`src/sv/frt_pkg.sv`:
```
package frt_pkg;

   localparam logic [3:0] ST_NEW     = 4'd0;
   localparam logic [3:0] ST_ADDED   = 4'd1;
   localparam logic [3:0] ST_DUP     = 4'd2;
   localparam logic [3:0] ST_REPEAT  = 4'd3;
   localparam logic [3:0] ST_BIG     = 4'd4;
   localparam logic [3:0] ST_FULL    = 4'd5;
   localparam logic [3:0] ST_POOL    = 4'd6;
   localparam logic [3:0] ST_CLOSING = 4'd7;
   localparam logic [3:0] ST_SWEEP   = 4'd8;

   localparam logic [1:0] REG_TIMEOUT  = 2'd0;
   localparam logic [1:0] REG_HOLD     = 2'd1;
   localparam logic [1:0] REG_NO_OVERR = 2'd2;

   localparam logic [31:0] TIMEOUT_RESET = 32'd3000000;
   localparam logic [31:0] HOLD_RESET    = 32'd250;
   localparam logic [31:0] HALF_RANGE    = 32'h7FFF_FFFF;

   localparam int REQ_DATA_W = 216;
   localparam int RSP_DATA_W = 16;
   localparam int IV_W       = 22;

   // Keeps the low len bytes of a right-aligned address; eight or more keeps all.
   function automatic logic [63:0] addr_mask(input logic [3:0] len);
      logic [63:0] m;
      m = '1;
      if (len < 4'd8) begin
         m = (64'd1 << {len[2:0], 3'b000}) - 64'd1;
      end
      return m;
   endfunction

endpackage

```
`src/sv/frt_ram.sv`:
```
module frt_ram #(
   parameter int WIDTH = 22,
   parameter int DEPTH = 64
) (
   input  logic                     clock,
   input  logic                     we,
   input  logic [$clog2(DEPTH)-1:0] waddr,
   input  logic [WIDTH-1:0]         wdata,
   input  logic [$clog2(DEPTH)-1:0] raddr,
   output logic [WIDTH-1:0]         rdata
);

   logic [WIDTH-1:0] mem [DEPTH];

   always_ff @(posedge clock) begin
      if (we) begin
         mem[waddr] <= wdata;
      end
      rdata <= mem[raddr];
   end

endmodule

```
`src/sv/fragment_reassembly_tracker.sv`:
```
// Fragment reassembly tracker. Each request transaction carries one fragment
// descriptor (or, with tuser set, a timeout sweep) and yields exactly one response
// transaction with status, slot, complete, evicted and expired count. The block
// works on one item at a time and drops req_tready until the result is registered.
// A fragment's handling is dominated by the scan of the interval pool, one entry
// per cycle through the read port of the pool memory. A fragment that causes an
// overlap restart runs the whole sequence twice. Slot size, arrival time, received
// count and the interval valid bits sit in flip-flops and are cleared by reset at
// once; the other slot fields are not reset.
module fragment_reassembly_tracker #(
   parameter int SLOTS     = 4,
   parameter int INTERVALS = 64
) (
   input  logic                             clock,
   input  logic                             reset,
   input  logic                             req_tvalid,
   output logic                             req_tready,
   // Fields from bit 0: src_addr, src_len, dst_addr, dst_len, dgram_size,
   // tag, frag_offset, frag_len, now.
   input  logic [frt_pkg::REQ_DATA_W-1:0]   req_tdata,
   // Fields from bit 0: func.
   input  logic                             req_tuser,
   output logic                             rsp_tvalid,
   input  logic                             rsp_tready,
   // Fields from bit 0: status, slot, complete, evicted, expired_count.
   output logic [frt_pkg::RSP_DATA_W-1:0]   rsp_tdata,
   input  logic                             csr_psel,
   input  logic                             csr_penable,
   input  logic                             csr_pwrite,
   input  logic [3:0]                       csr_paddr,
   input  logic [31:0]                      csr_pwdata,
   output logic [31:0]                      csr_prdata,
   output logic                             csr_pready
);

   localparam int SW = (SLOTS > 1) ? $clog2(SLOTS) : 1;
   localparam int IW = $clog2(INTERVALS);

   typedef enum logic [3:0] {
      S_IDLE, S_SWEEP, S_MATCH, S_DECIDE, S_RANGE, S_SCAN, S_SCAN_LAST, S_POOL,
      S_COMPLETE, S_FINISH
   } state_type;

   state_type state_ff, state_in;
   logic [31:0] timeout_ff, timeout_in, hold_ff, hold_in;
   logic        no_ov_ff, no_ov_in;

   logic        func_ff, func_in;
   logic [63:0] src_ff, src_in, dst_ff, dst_in;
   logic [7:0]  lens_ff, lens_in;
   logic [10:0] size_ff, size_in, off_ff, off_in, last_ff, last_in;
   logic [15:0] tag_ff, tag_in;
   logic [7:0]  len_ff, len_in;
   logic [31:0] now_ff, now_in;

   logic [10:0] sl_size_ff [SLOTS];
   logic [10:0] sl_size_in [SLOTS];
   logic [15:0] sl_tag_ff [SLOTS];
   logic [15:0] sl_tag_in [SLOTS];
   logic [63:0] sl_src_ff [SLOTS];
   logic [63:0] sl_src_in [SLOTS];
   logic [63:0] sl_dst_ff [SLOTS];
   logic [63:0] sl_dst_in [SLOTS];
   logic [7:0]  sl_lens_ff [SLOTS];
   logic [7:0]  sl_lens_in [SLOTS];
   logic [31:0] sl_arr_ff [SLOTS];
   logic [31:0] sl_arr_in [SLOTS];
   logic [11:0] sl_recv_ff [SLOTS];
   logic [11:0] sl_recv_in [SLOTS];

   logic [INTERVALS-1:0] iv_valid_ff, iv_valid_in, own_mask;
   logic [SW-1:0]        iv_owner_ff [INTERVALS];
   logic [SW-1:0]        iv_owner_in [INTERVALS];

   logic [SW-1:0] idx_ff, idx_in, found_ff, found_in, free_ff, free_in;
   logic [SW-1:0] old_ff, old_in, cur_ff, cur_in, slot_ff, slot_in;
   logic          found_vld_ff, found_vld_in, free_vld_ff, free_vld_in;
   logic          old_vld_ff, old_vld_in, pass2_ff, pass2_in;
   logic [3:0]    st_pass_ff, st_pass_in, st_ff, st_in;
   logic          evicted_ff, evicted_in, complete_ff, complete_in;
   logic [2:0]    expired_ff, expired_in;
   logic [IW-1:0] k_ff, k_in, kd_ff, kd_in, ffr_ff, ffr_in;
   logic          chk_ff, chk_in, rep_ff, rep_in, dup_ff, dup_in;
   logic          ffr_vld_ff, ffr_vld_in;
   logic          rsp_valid_ff, rsp_valid_in;
   logic [frt_pkg::RSP_DATA_W-1:0] rsp_data_ff, rsp_data_in;

   logic          free_en, clr_en, ret_en, match, hit, ovl, same, ram_we;
   logic [SW-1:0] free_sel;
   logic [3:0]    ret_code;
   logic [10:0]   r_start, r_end;
   logic [11:0]   frag_end;
   logic [frt_pkg::IV_W-1:0] ram_rdata;
   logic          csr_wr;

   frt_ram #(.WIDTH(frt_pkg::IV_W), .DEPTH(INTERVALS)) u_pool (
      .clock (clock),
      .we    (ram_we),
      .waddr (ffr_ff),
      .wdata ({off_ff, last_ff}),
      .raddr (k_ff),
      .rdata (ram_rdata)
   );

   assign req_tready = (state_ff == S_IDLE);
   assign rsp_tvalid = rsp_valid_ff;
   assign rsp_tdata  = rsp_data_ff;
   assign csr_pready = 1'b1;
   assign csr_wr     = csr_psel && csr_penable && csr_pwrite;
   assign r_start    = ram_rdata[21:11];
   assign r_end      = ram_rdata[10:0];
   assign frag_end   = {1'b0, off_ff} + {4'd0, len_ff};

   always_comb begin
      csr_prdata = '0;
      unique case (csr_paddr[3:2])
         frt_pkg::REG_TIMEOUT:  csr_prdata = timeout_ff;
         frt_pkg::REG_HOLD:     csr_prdata = hold_ff;
         frt_pkg::REG_NO_OVERR: csr_prdata = {31'd0, no_ov_ff};
         default:               csr_prdata = '0;
      endcase
   end

   always_comb begin
      for (int k = 0; k < INTERVALS; k++) begin
         own_mask[k] = (iv_owner_ff[k] == free_sel);
      end
   end

   assign hit  = iv_valid_ff[kd_ff] && (iv_owner_ff[kd_ff] == cur_ff);
   assign ovl  = (r_start <= last_ff) && (off_ff <= r_end);
   assign same = (r_start == off_ff) && (r_end == last_ff);
   assign match = (sl_size_ff[idx_ff] != 11'd0) && (sl_size_ff[idx_ff] == size_ff) &&
                  (sl_tag_ff[idx_ff] == tag_ff) && (sl_lens_ff[idx_ff] == lens_ff) &&
                  (sl_src_ff[idx_ff] == src_ff) && (sl_dst_ff[idx_ff] == dst_ff);

   always_comb begin
      state_in = state_ff;
      timeout_in = timeout_ff;
      hold_in = hold_ff;
      no_ov_in = no_ov_ff;
      func_in = func_ff;
      src_in = src_ff;
      dst_in = dst_ff;
      lens_in = lens_ff;
      size_in = size_ff;
      off_in = off_ff;
      last_in = last_ff;
      tag_in = tag_ff;
      len_in = len_ff;
      now_in = now_ff;
      sl_size_in = sl_size_ff;
      sl_tag_in = sl_tag_ff;
      sl_src_in = sl_src_ff;
      sl_dst_in = sl_dst_ff;
      sl_lens_in = sl_lens_ff;
      sl_arr_in = sl_arr_ff;
      sl_recv_in = sl_recv_ff;
      iv_valid_in = iv_valid_ff;
      iv_owner_in = iv_owner_ff;
      idx_in = idx_ff;
      found_in = found_ff;
      free_in = free_ff;
      old_in = old_ff;
      cur_in = cur_ff;
      slot_in = slot_ff;
      found_vld_in = found_vld_ff;
      free_vld_in = free_vld_ff;
      old_vld_in = old_vld_ff;
      pass2_in = pass2_ff;
      st_pass_in = st_pass_ff;
      st_in = st_ff;
      evicted_in = evicted_ff;
      complete_in = complete_ff;
      expired_in = expired_ff;
      k_in = k_ff;
      kd_in = kd_ff;
      ffr_in = ffr_ff;
      chk_in = chk_ff;
      rep_in = rep_ff;
      dup_in = dup_ff;
      ffr_vld_in = ffr_vld_ff;
      rsp_valid_in = rsp_valid_ff;
      rsp_data_in = rsp_data_ff;
      free_en = 1'b0;
      clr_en = 1'b0;
      free_sel = cur_ff;
      ret_en = 1'b0;
      ret_code = frt_pkg::ST_ADDED;
      ram_we = 1'b0;

      if (csr_wr) begin
         unique case (csr_paddr[3:2])
            frt_pkg::REG_TIMEOUT:  timeout_in = csr_pwdata;
            frt_pkg::REG_HOLD:     hold_in = csr_pwdata;
            frt_pkg::REG_NO_OVERR: no_ov_in = csr_pwdata[0];
            default: ;
         endcase
      end

      if (rsp_tready) begin
         rsp_valid_in = 1'b0;
      end

      unique case (state_ff)
         S_IDLE: begin
            if (req_tvalid) begin
               func_in = req_tuser;
               src_in = req_tdata[63:0] & frt_pkg::addr_mask(req_tdata[67:64]);
               dst_in = req_tdata[131:68] & frt_pkg::addr_mask(req_tdata[135:132]);
               lens_in = {req_tdata[135:132], req_tdata[67:64]};
               size_in = req_tdata[146:136];
               tag_in = req_tdata[162:147];
               off_in = req_tdata[173:163];
               len_in = req_tdata[181:174];
               now_in = req_tdata[213:182];
               pass2_in = 1'b0;
               evicted_in = 1'b0;
               expired_in = '0;
               complete_in = 1'b0;
               slot_in = '0;
               idx_in = '0;
               state_in = S_SWEEP;
            end
         end
         S_SWEEP: begin
            if ((sl_size_ff[idx_ff] != 11'd0) &&
                ((now_ff - sl_arr_ff[idx_ff]) > timeout_ff)) begin
               free_en = 1'b1;
               free_sel = idx_ff;
               if (expired_ff != 3'd7) begin
                  expired_in = expired_ff + 3'd1;
               end
            end
            if (idx_ff == SW'(SLOTS - 1)) begin
               idx_in = '0;
               found_vld_in = 1'b0;
               free_vld_in = 1'b0;
               old_vld_in = 1'b0;
               if (func_ff) begin
                  st_in = frt_pkg::ST_SWEEP;
                  state_in = S_FINISH;
               end else begin
                  state_in = S_MATCH;
               end
            end else begin
               idx_in = idx_ff + SW'(1);
            end
         end
         S_MATCH: begin
            if (match) begin
               found_vld_in = 1'b1;
               found_in = idx_ff;
               state_in = S_DECIDE;
            end else begin
               if (!free_vld_ff && (sl_size_ff[idx_ff] == 11'd0)) begin
                  free_vld_in = 1'b1;
                  free_in = idx_ff;
               end
               if (!old_vld_ff || ((sl_arr_ff[old_ff] - sl_arr_ff[idx_ff]) <
                                   frt_pkg::HALF_RANGE)) begin
                  old_vld_in = 1'b1;
                  old_in = idx_ff;
               end
               if (idx_ff == SW'(SLOTS - 1)) begin
                  state_in = S_DECIDE;
               end else begin
                  idx_in = idx_ff + SW'(1);
               end
            end
         end
         S_DECIDE: begin
            if (found_vld_ff) begin
               cur_in = found_ff;
               slot_in = found_ff;
               if ((hold_ff != 32'd0) && (sl_recv_ff[found_ff] == 12'd0)) begin
                  ret_en = 1'b1;
                  ret_code = frt_pkg::ST_CLOSING;
               end else begin
                  sl_arr_in[found_ff] = now_ff;
                  st_pass_in = frt_pkg::ST_ADDED;
                  state_in = S_RANGE;
               end
            end else if (!free_vld_ff && no_ov_ff &&
                         ((now_ff - sl_arr_ff[old_ff]) <= timeout_ff)) begin
               slot_in = '0;
               ret_en = 1'b1;
               ret_code = frt_pkg::ST_FULL;
            end else begin
               // With no free slot the oldest one is evicted; its size is
               // overwritten below, so only its intervals need clearing.
               if (!free_vld_ff) begin
                  clr_en = 1'b1;
                  free_sel = old_ff;
                  evicted_in = 1'b1;
                  cur_in = old_ff;
                  slot_in = old_ff;
               end else begin
                  cur_in = free_ff;
                  slot_in = free_ff;
               end
               sl_size_in[cur_in] = size_ff;
               sl_arr_in[cur_in] = now_ff;
               sl_src_in[cur_in] = src_ff;
               sl_dst_in[cur_in] = dst_ff;
               sl_lens_in[cur_in] = lens_ff;
               sl_tag_in[cur_in] = tag_ff;
               sl_recv_in[cur_in] = '0;
               st_pass_in = frt_pkg::ST_NEW;
               state_in = S_RANGE;
            end
         end
         S_RANGE: begin
            if ((len_ff == 8'd0) || (frag_end > {1'b0, sl_size_ff[cur_ff]})) begin
               free_en = 1'b1;
               ret_en = 1'b1;
               ret_code = frt_pkg::ST_BIG;
            end else begin
               last_in = 11'(frag_end - 12'd1);
               k_in = '0;
               chk_in = 1'b0;
               rep_in = 1'b0;
               dup_in = 1'b0;
               ffr_vld_in = 1'b0;
               state_in = S_SCAN;
            end
         end
         S_SCAN, S_SCAN_LAST: begin
            // Pool data is registered and arrives in the cycle after its address; kd_ff names it.
            if (chk_ff) begin
               if (hit) begin
                  if (ovl && !same) begin
                     rep_in = 1'b1;
                  end else if (r_start == off_ff) begin
                     dup_in = 1'b1;
                  end
               end
               if (!iv_valid_ff[kd_ff] && !ffr_vld_ff) begin
                  ffr_vld_in = 1'b1;
                  ffr_in = kd_ff;
               end
            end
            if (state_ff == S_SCAN_LAST) begin
               state_in = S_POOL;
            end else begin
               chk_in = 1'b1;
               kd_in = k_ff;
               if (k_ff == IW'(INTERVALS - 1)) begin
                  state_in = S_SCAN_LAST;
               end else begin
                  k_in = k_ff + IW'(1);
               end
            end
         end
         S_POOL: begin
            ret_en = 1'b1;
            if (rep_ff) begin
               free_en = 1'b1;
               ret_code = frt_pkg::ST_REPEAT;
            end else if (dup_ff) begin
               ret_code = frt_pkg::ST_DUP;
            end else if (!ffr_vld_ff) begin
               free_en = 1'b1;
               ret_code = frt_pkg::ST_POOL;
            end else begin
               ram_we = 1'b1;
               iv_valid_in[ffr_ff] = 1'b1;
               iv_owner_in[ffr_ff] = cur_ff;
               sl_recv_in[cur_ff] = sl_recv_ff[cur_ff] + {4'd0, len_ff};
               ret_code = st_pass_ff;
            end
         end
         S_COMPLETE: begin
            if ((st_ff <= frt_pkg::ST_REPEAT) &&
                (sl_recv_ff[cur_ff] == {1'b0, sl_size_ff[cur_ff]})) begin
               complete_in = 1'b1;
               if (hold_ff != 32'd0) begin
                  sl_arr_in[cur_ff] = now_ff - (timeout_ff - hold_ff);
                  sl_recv_in[cur_ff] = '0;
               end else begin
                  free_en = 1'b1;
               end
            end
            state_in = S_FINISH;
         end
         S_FINISH: begin
            if (!rsp_valid_ff || rsp_tready) begin
               rsp_valid_in = 1'b1;
               rsp_data_in = {5'd0, expired_ff, evicted_ff, complete_ff, 2'(slot_ff),
                              st_ff};
               state_in = S_IDLE;
            end
         end
         default: state_in = S_IDLE;
      endcase

      if (ret_en) begin
         if (!pass2_ff && (ret_code == frt_pkg::ST_REPEAT)) begin
            pass2_in = 1'b1;
            idx_in = '0;
            state_in = S_SWEEP;
         end else begin
            st_in = (pass2_ff && (ret_code <= frt_pkg::ST_ADDED)) ?
                    frt_pkg::ST_REPEAT : ret_code;
            state_in = S_COMPLETE;
         end
      end

      if (free_en || clr_en) begin
         iv_valid_in = iv_valid_in & ~own_mask;
      end
      if (free_en) begin
         sl_size_in[free_sel] = '0;
      end
   end

   always_ff @(posedge clock) begin
      if (reset) begin
         state_ff <= S_IDLE;
         timeout_ff <= frt_pkg::TIMEOUT_RESET;
         hold_ff <= frt_pkg::HOLD_RESET;
         no_ov_ff <= 1'b0;
         for (int s = 0; s < SLOTS; s++) begin
            sl_size_ff[s] <= '0;
            sl_arr_ff[s] <= '0;
            sl_recv_ff[s] <= '0;
         end
         iv_valid_ff <= '0;
         rsp_valid_ff <= 1'b0;
         pass2_ff <= 1'b0;
         chk_ff <= 1'b0;
      end else begin
         state_ff <= state_in;
         timeout_ff <= timeout_in;
         hold_ff <= hold_in;
         no_ov_ff <= no_ov_in;
         sl_size_ff <= sl_size_in;
         sl_arr_ff <= sl_arr_in;
         sl_recv_ff <= sl_recv_in;
         iv_valid_ff <= iv_valid_in;
         rsp_valid_ff <= rsp_valid_in;
         pass2_ff <= pass2_in;
         chk_ff <= chk_in;
      end
      func_ff <= func_in;
      src_ff <= src_in;
      dst_ff <= dst_in;
      lens_ff <= lens_in;
      size_ff <= size_in;
      off_ff <= off_in;
      last_ff <= last_in;
      tag_ff <= tag_in;
      len_ff <= len_in;
      now_ff <= now_in;
      sl_tag_ff <= sl_tag_in;
      sl_src_ff <= sl_src_in;
      sl_dst_ff <= sl_dst_in;
      sl_lens_ff <= sl_lens_in;
      iv_owner_ff <= iv_owner_in;
      idx_ff <= idx_in;
      found_ff <= found_in;
      free_ff <= free_in;
      old_ff <= old_in;
      cur_ff <= cur_in;
      slot_ff <= slot_in;
      found_vld_ff <= found_vld_in;
      free_vld_ff <= free_vld_in;
      old_vld_ff <= old_vld_in;
      st_pass_ff <= st_pass_in;
      st_ff <= st_in;
      evicted_ff <= evicted_in;
      complete_ff <= complete_in;
      expired_ff <= expired_in;
      k_ff <= k_in;
      kd_ff <= kd_in;
      ffr_ff <= ffr_in;
      rep_ff <= rep_in;
      dup_ff <= dup_in;
      ffr_vld_ff <= ffr_vld_in;
      rsp_data_ff <= rsp_data_in;
   end

endmodule

```
`config.mk`:
```
export PLATFORM = sky130hd
export DESIGN_NAME = fragment_reassembly_tracker
export DESIGN_NICKNAME = d
export VERILOG_FILES = /design/src/sv/frt_pkg.sv /design/src/sv/frt_ram.sv /design/src/sv/fragment_reassembly_tracker.sv
export SDC_FILE = /design/constraint.sdc
export NUM_CORES = 2
export LEC_CHECK = 0
export CAP_MARGIN = 25
export CORE_ASPECT_RATIO = 0.75
export CORE_MARGIN = 2
export CORE_UTILIZATION = 60
export DETAILED_ROUTE_END_ITERATION = 10
export DONT_BUFFER_PORTS = 1
export PLACE_DENSITY = 0.77
export SYNTH_ARGS = -nofsm -noshare
export SYNTH_HDL_FRONTEND = slang
export SYNTH_SLANG_ARGS = --single-unit
```
`constraint.sdc`:
```
create_clock -name clock -period 10.96 [get_ports clock]
set_input_delay 1.644 -clock clock [delete_from_list [all_inputs] [get_ports clock]]
set_output_delay 1.644 -clock clock [all_outputs]
set_load 0.01 [all_outputs]
```
==> results.cfg <==
[status]
status = finished, final reports clean

[grt]
use_met1_pct = 46.0
gr-total-overflow = 0
grt_util_met3_pct = 7.86
grt_pass1_vias = 70400
grt_use_total_pct = 31.2
grt_max_degree = 289
gr-usage-met2_pct = 46.4
antenna_found_initial = 49
grt_pass1_wl_um = 479000
grt-busiest-layer = met2

[routing]
first_pass_iters = 8
num_vias = 72000
drc = 0
drt_iter0_drc = 9983
antenna_left = 0
routedWlPerCell_um = 31.1
viasPerCell = 6.82
wirelength_um = 328000

[die]
fp.dieArea_um2 = 209000
coreArea_um2 = 205000
die_width_um = 527
io-pin-count = 311
die_h_um = 397
rows = 144
start_util_pct = 60.2

[synthesis]
synth_edf_count = 2421
synth.most_common_cell = edfxtp_1
syn_avg_cell_area_um2 = 16.3
ys.warnings.count = 0
async_flop_share_pct = 0
synth_cell_types = 85
ys_seq_area_share_pct = 65.2
ys.flop_type = edfxtp_1
yosys-top-cells-area = edfxtp_1, mux4_2, dfxtp_1, ha_1, xnor2_1
ys_top_cells_by_count = edfxtp_1, mux4_2, nor2_1
mappedNetlistArea_um2 = 123000
synth_top_area_cell = edfxtp_1
synth_top_cell_area_share_pct = 59.0
ys_seq_elements = 2805
syn-instance-count = 7546

[timing]
timing.final.ws_setup_ns = 1.88
max_slew_margin_pct = 22.0
rsz0062_at_grt = false
fin_skew_ns = 0.0590
hold_viol_final = 0
whs_ns = 0.469
worst_slew_pin_slew_ns = 1.17
finalMaxSlewViolations = 0
setup_viol = 0
min_period_ns = 9.08
fmax_ghz = 0.110
fin_crit_sh_pct = 82.8
fin_tns_setup_ns = 0

[cts]
post_cts_resized = 0
cts_setup_buffers = 0
ctsHoldBuffers = 0
cts.sink_count = 2805
numCtsBuffers = 273
tritoncts = done
cts.path.max_buffers = 4
root_buffer = clkbuf_16
clock_latency_ns = 0.85
htreeDepth = 5
clk_pin_slew_worst_paths_ns = 0.07

[setup_path]
cp_max_fo = 77
endpoint_kind = flip-flop
worstReg2RegEnd = sl_dst_ff[94]$_DFFE_PP_
required_ns = 11.41
r2r_setup_slack_ns = 1.88
cp_common_cell = buf_4
rr_worst_depth = 25
worst_path_largest_cell_delay_ns = 0.86
critical_path.startpoint = old_ff[1]$_DFFE_PP_
crit_end = sl_dst_ff[94]$_DFFE_PP_
crit_type = flip-flop to flip-flop
start_kind = flip-flop
r2r-start = old_ff[1]$_DFFE_PP_
cp_data_arrival_time_ns = 9.52
slowest_stage = edfxtp_1

[place]
gp_congestion = 0.951
dp_hpwl_um = 199000
io_buffer_count = 0
dp_slack_ns = 2.09

[power]
p_sw_share_pct = 27.6
p_int_mw = 19.3
power_frac_seq_pct = 47.5
switchingPower_mw = 7.35
p_comb_share_pct = 17.6
power_density_nw_per_um2 = 197
ir_drop_mv = 0.181
p_clk_share_pct = 34.9
power_leakage_nw = 44.6

[final_layout]
layout.nets = 8169
multi_input_area_um2 = 40300
seqCellArea_um2 = 80400
nFillCells = 13300
drive_above_1_share_pct = 18.9
syn2layout_area_growth_pct = 10.0
finish.utilization_pct = 66.2

[run]
max_cap_violations = 0

[worst_hold_path]
holdCritPathClass = flip-flop to flip-flop
## critical path: cells and delay by family (launching register included)
family / cells / cell delay (ns)
xor gates and xnor gates: 1 / 0.12
AOI/OAI and AO/OA: 10 / 3.18
and+or+nand+nor: 6 / 1.36
adders and majority gates: 2 / 0.52
DFF: 1 / 0.86
buffers and inverters: 5 / 1.92
muxes: 1 / 0.60
## registers in the layout, indices dropped and copies added (netlist names), 8 cells and up
signal        cells
u_pool.mem     1408
sl_dst_ff       256
sl_src_ff       256
iv_owner_ff     128
sl_arr_ff       128
dst_ff           64
iv_valid_ff      64
sl_tag_ff        64
src_ff           64
sl_recv_ff       48
sl_size_ff       44
hold_ff          32
now_ff           32
sl_lens_ff       32
timeout_ff       32
u_pool.rdata     22
tag_ff           16
last_ff          11
off_ff           11
rsp_tdata        11
size_ff          11
len_ff            8
lens_ff           8
## placed cells by master, fill, tap and decap left out, types with 138 or more instances in the layout
| master | n |
|---|---|
| mux4_2 | 757 |
| nor2b_1 | 149 |
| dfxtp_1 | 382 |
| inv_1 | 303 |
| mux2i_1 | 138 |
| nor2_1 | 512 |
| ha_1 | 247 |
| nand2_1 | 239 |
| buf_4 | 173 |
| edfxtp_1 | 2421 |
| a21oi_1 | 238 |
| xnor2_1 | 323 |
| clkbuf_16 | 281 |
## through the flow
step / instances / total power [mW] / cell area [um2]
after global placement: 10000 / 17.3 / 127000
final: 10600 / 26.7 / 136000
after global routing: 10500 / 27.5 / 136000
after floorplan: 7550 / 16.1 / 123000
after CTS: 10500 / 26.7 / 135000
after detailed placement: 10000 / 17.5 / 127000
## cell type report
class                      instances  share of cell area, %
timing repair buffer             190                   1.21
antenna                           25                 0.0461
sequential                      2805                   59.3
multi-input combinational       4047                   29.8
inverter                         309                  0.876
clock inverter                   137                  0.954
clock buffer                     343                   5.39
tap                             2701                   2.49
## kinds of logic (layout without fill, tap and decap cells)
| kind of cell | count (synthesis) | count (layout) | share of synthesized area (%) |
|---|---|---|---|
| simple gates | 1369 | 1369 | 5.21 |
| buf+inv | 698 | 979 | 2.33 |
| fa+ha+maj | 283 | 283 | 3.09 |
| compound gates | 1049 | 1049 | 6.04 |
| xor+xnor | 441 | 441 | 3.13 |
| other cells | 2 | 31 | 0.00609 |
| flops | 2805 | 2805 | 65.2 |
| mux | 899 | 899 | 15.0 |
## metal layers
| layer | wire length [um] | vias to the layer above |
|---|---|---|
| met4 | 10300 | 24 |
| met1 | 130000 | 37000 |
| met5 | 159 | - |
| met2 | 148000 | 4517 |
| li1 | - | 29900 |
| met3 | 39500 | 640 |
## worst min-delay path by stage
stage,from,endpoint,slack (ns),depth (start not counted)
floorplan,slot_ff[0]$_SDFFCE_PN0P_,rsp_tdata[4]$_DFFE_PP_,0.40,0
global placement,expired_ff[1]$_SDFFCE_PN0P_,rsp_tdata[9]$_DFFE_PP_,0.46,0
CTS,no_ov_ff$_SDFFE_PP0P_,no_ov_ff$_SDFFE_PP0P_,0.47,2
detailed placement,expired_ff[2]$_SDFFCE_PN0P_,rsp_tdata[10]$_DFFE_PP_,0.46,0
global route,expired_ff[2]$_SDFFCE_PN0P_,rsp_tdata[10]$_DFFE_PP_,0.49,0
finish,no_ov_ff$_SDFFE_PP0P_,no_ov_ff$_SDFFE_PP0P_,0.47,2
## power groups by stage
| stage | Sequential [mW] | Clock (mW) | Combinational (mW) |
|---|---|---|---|
| after floorplan | 12.8 | 0 | 3.30 |
| after global placement | 12.9 | 0 | 4.48 |
| after detailed placement | 12.9 | 0 | 4.58 |
| after CTS | 12.7 | 9.39 | 4.63 |
| after global routing | 12.7 | 9.76 | 5.06 |
| final | 12.7 | 9.30 | 4.70 |
(Power assumes the default switching activity.)
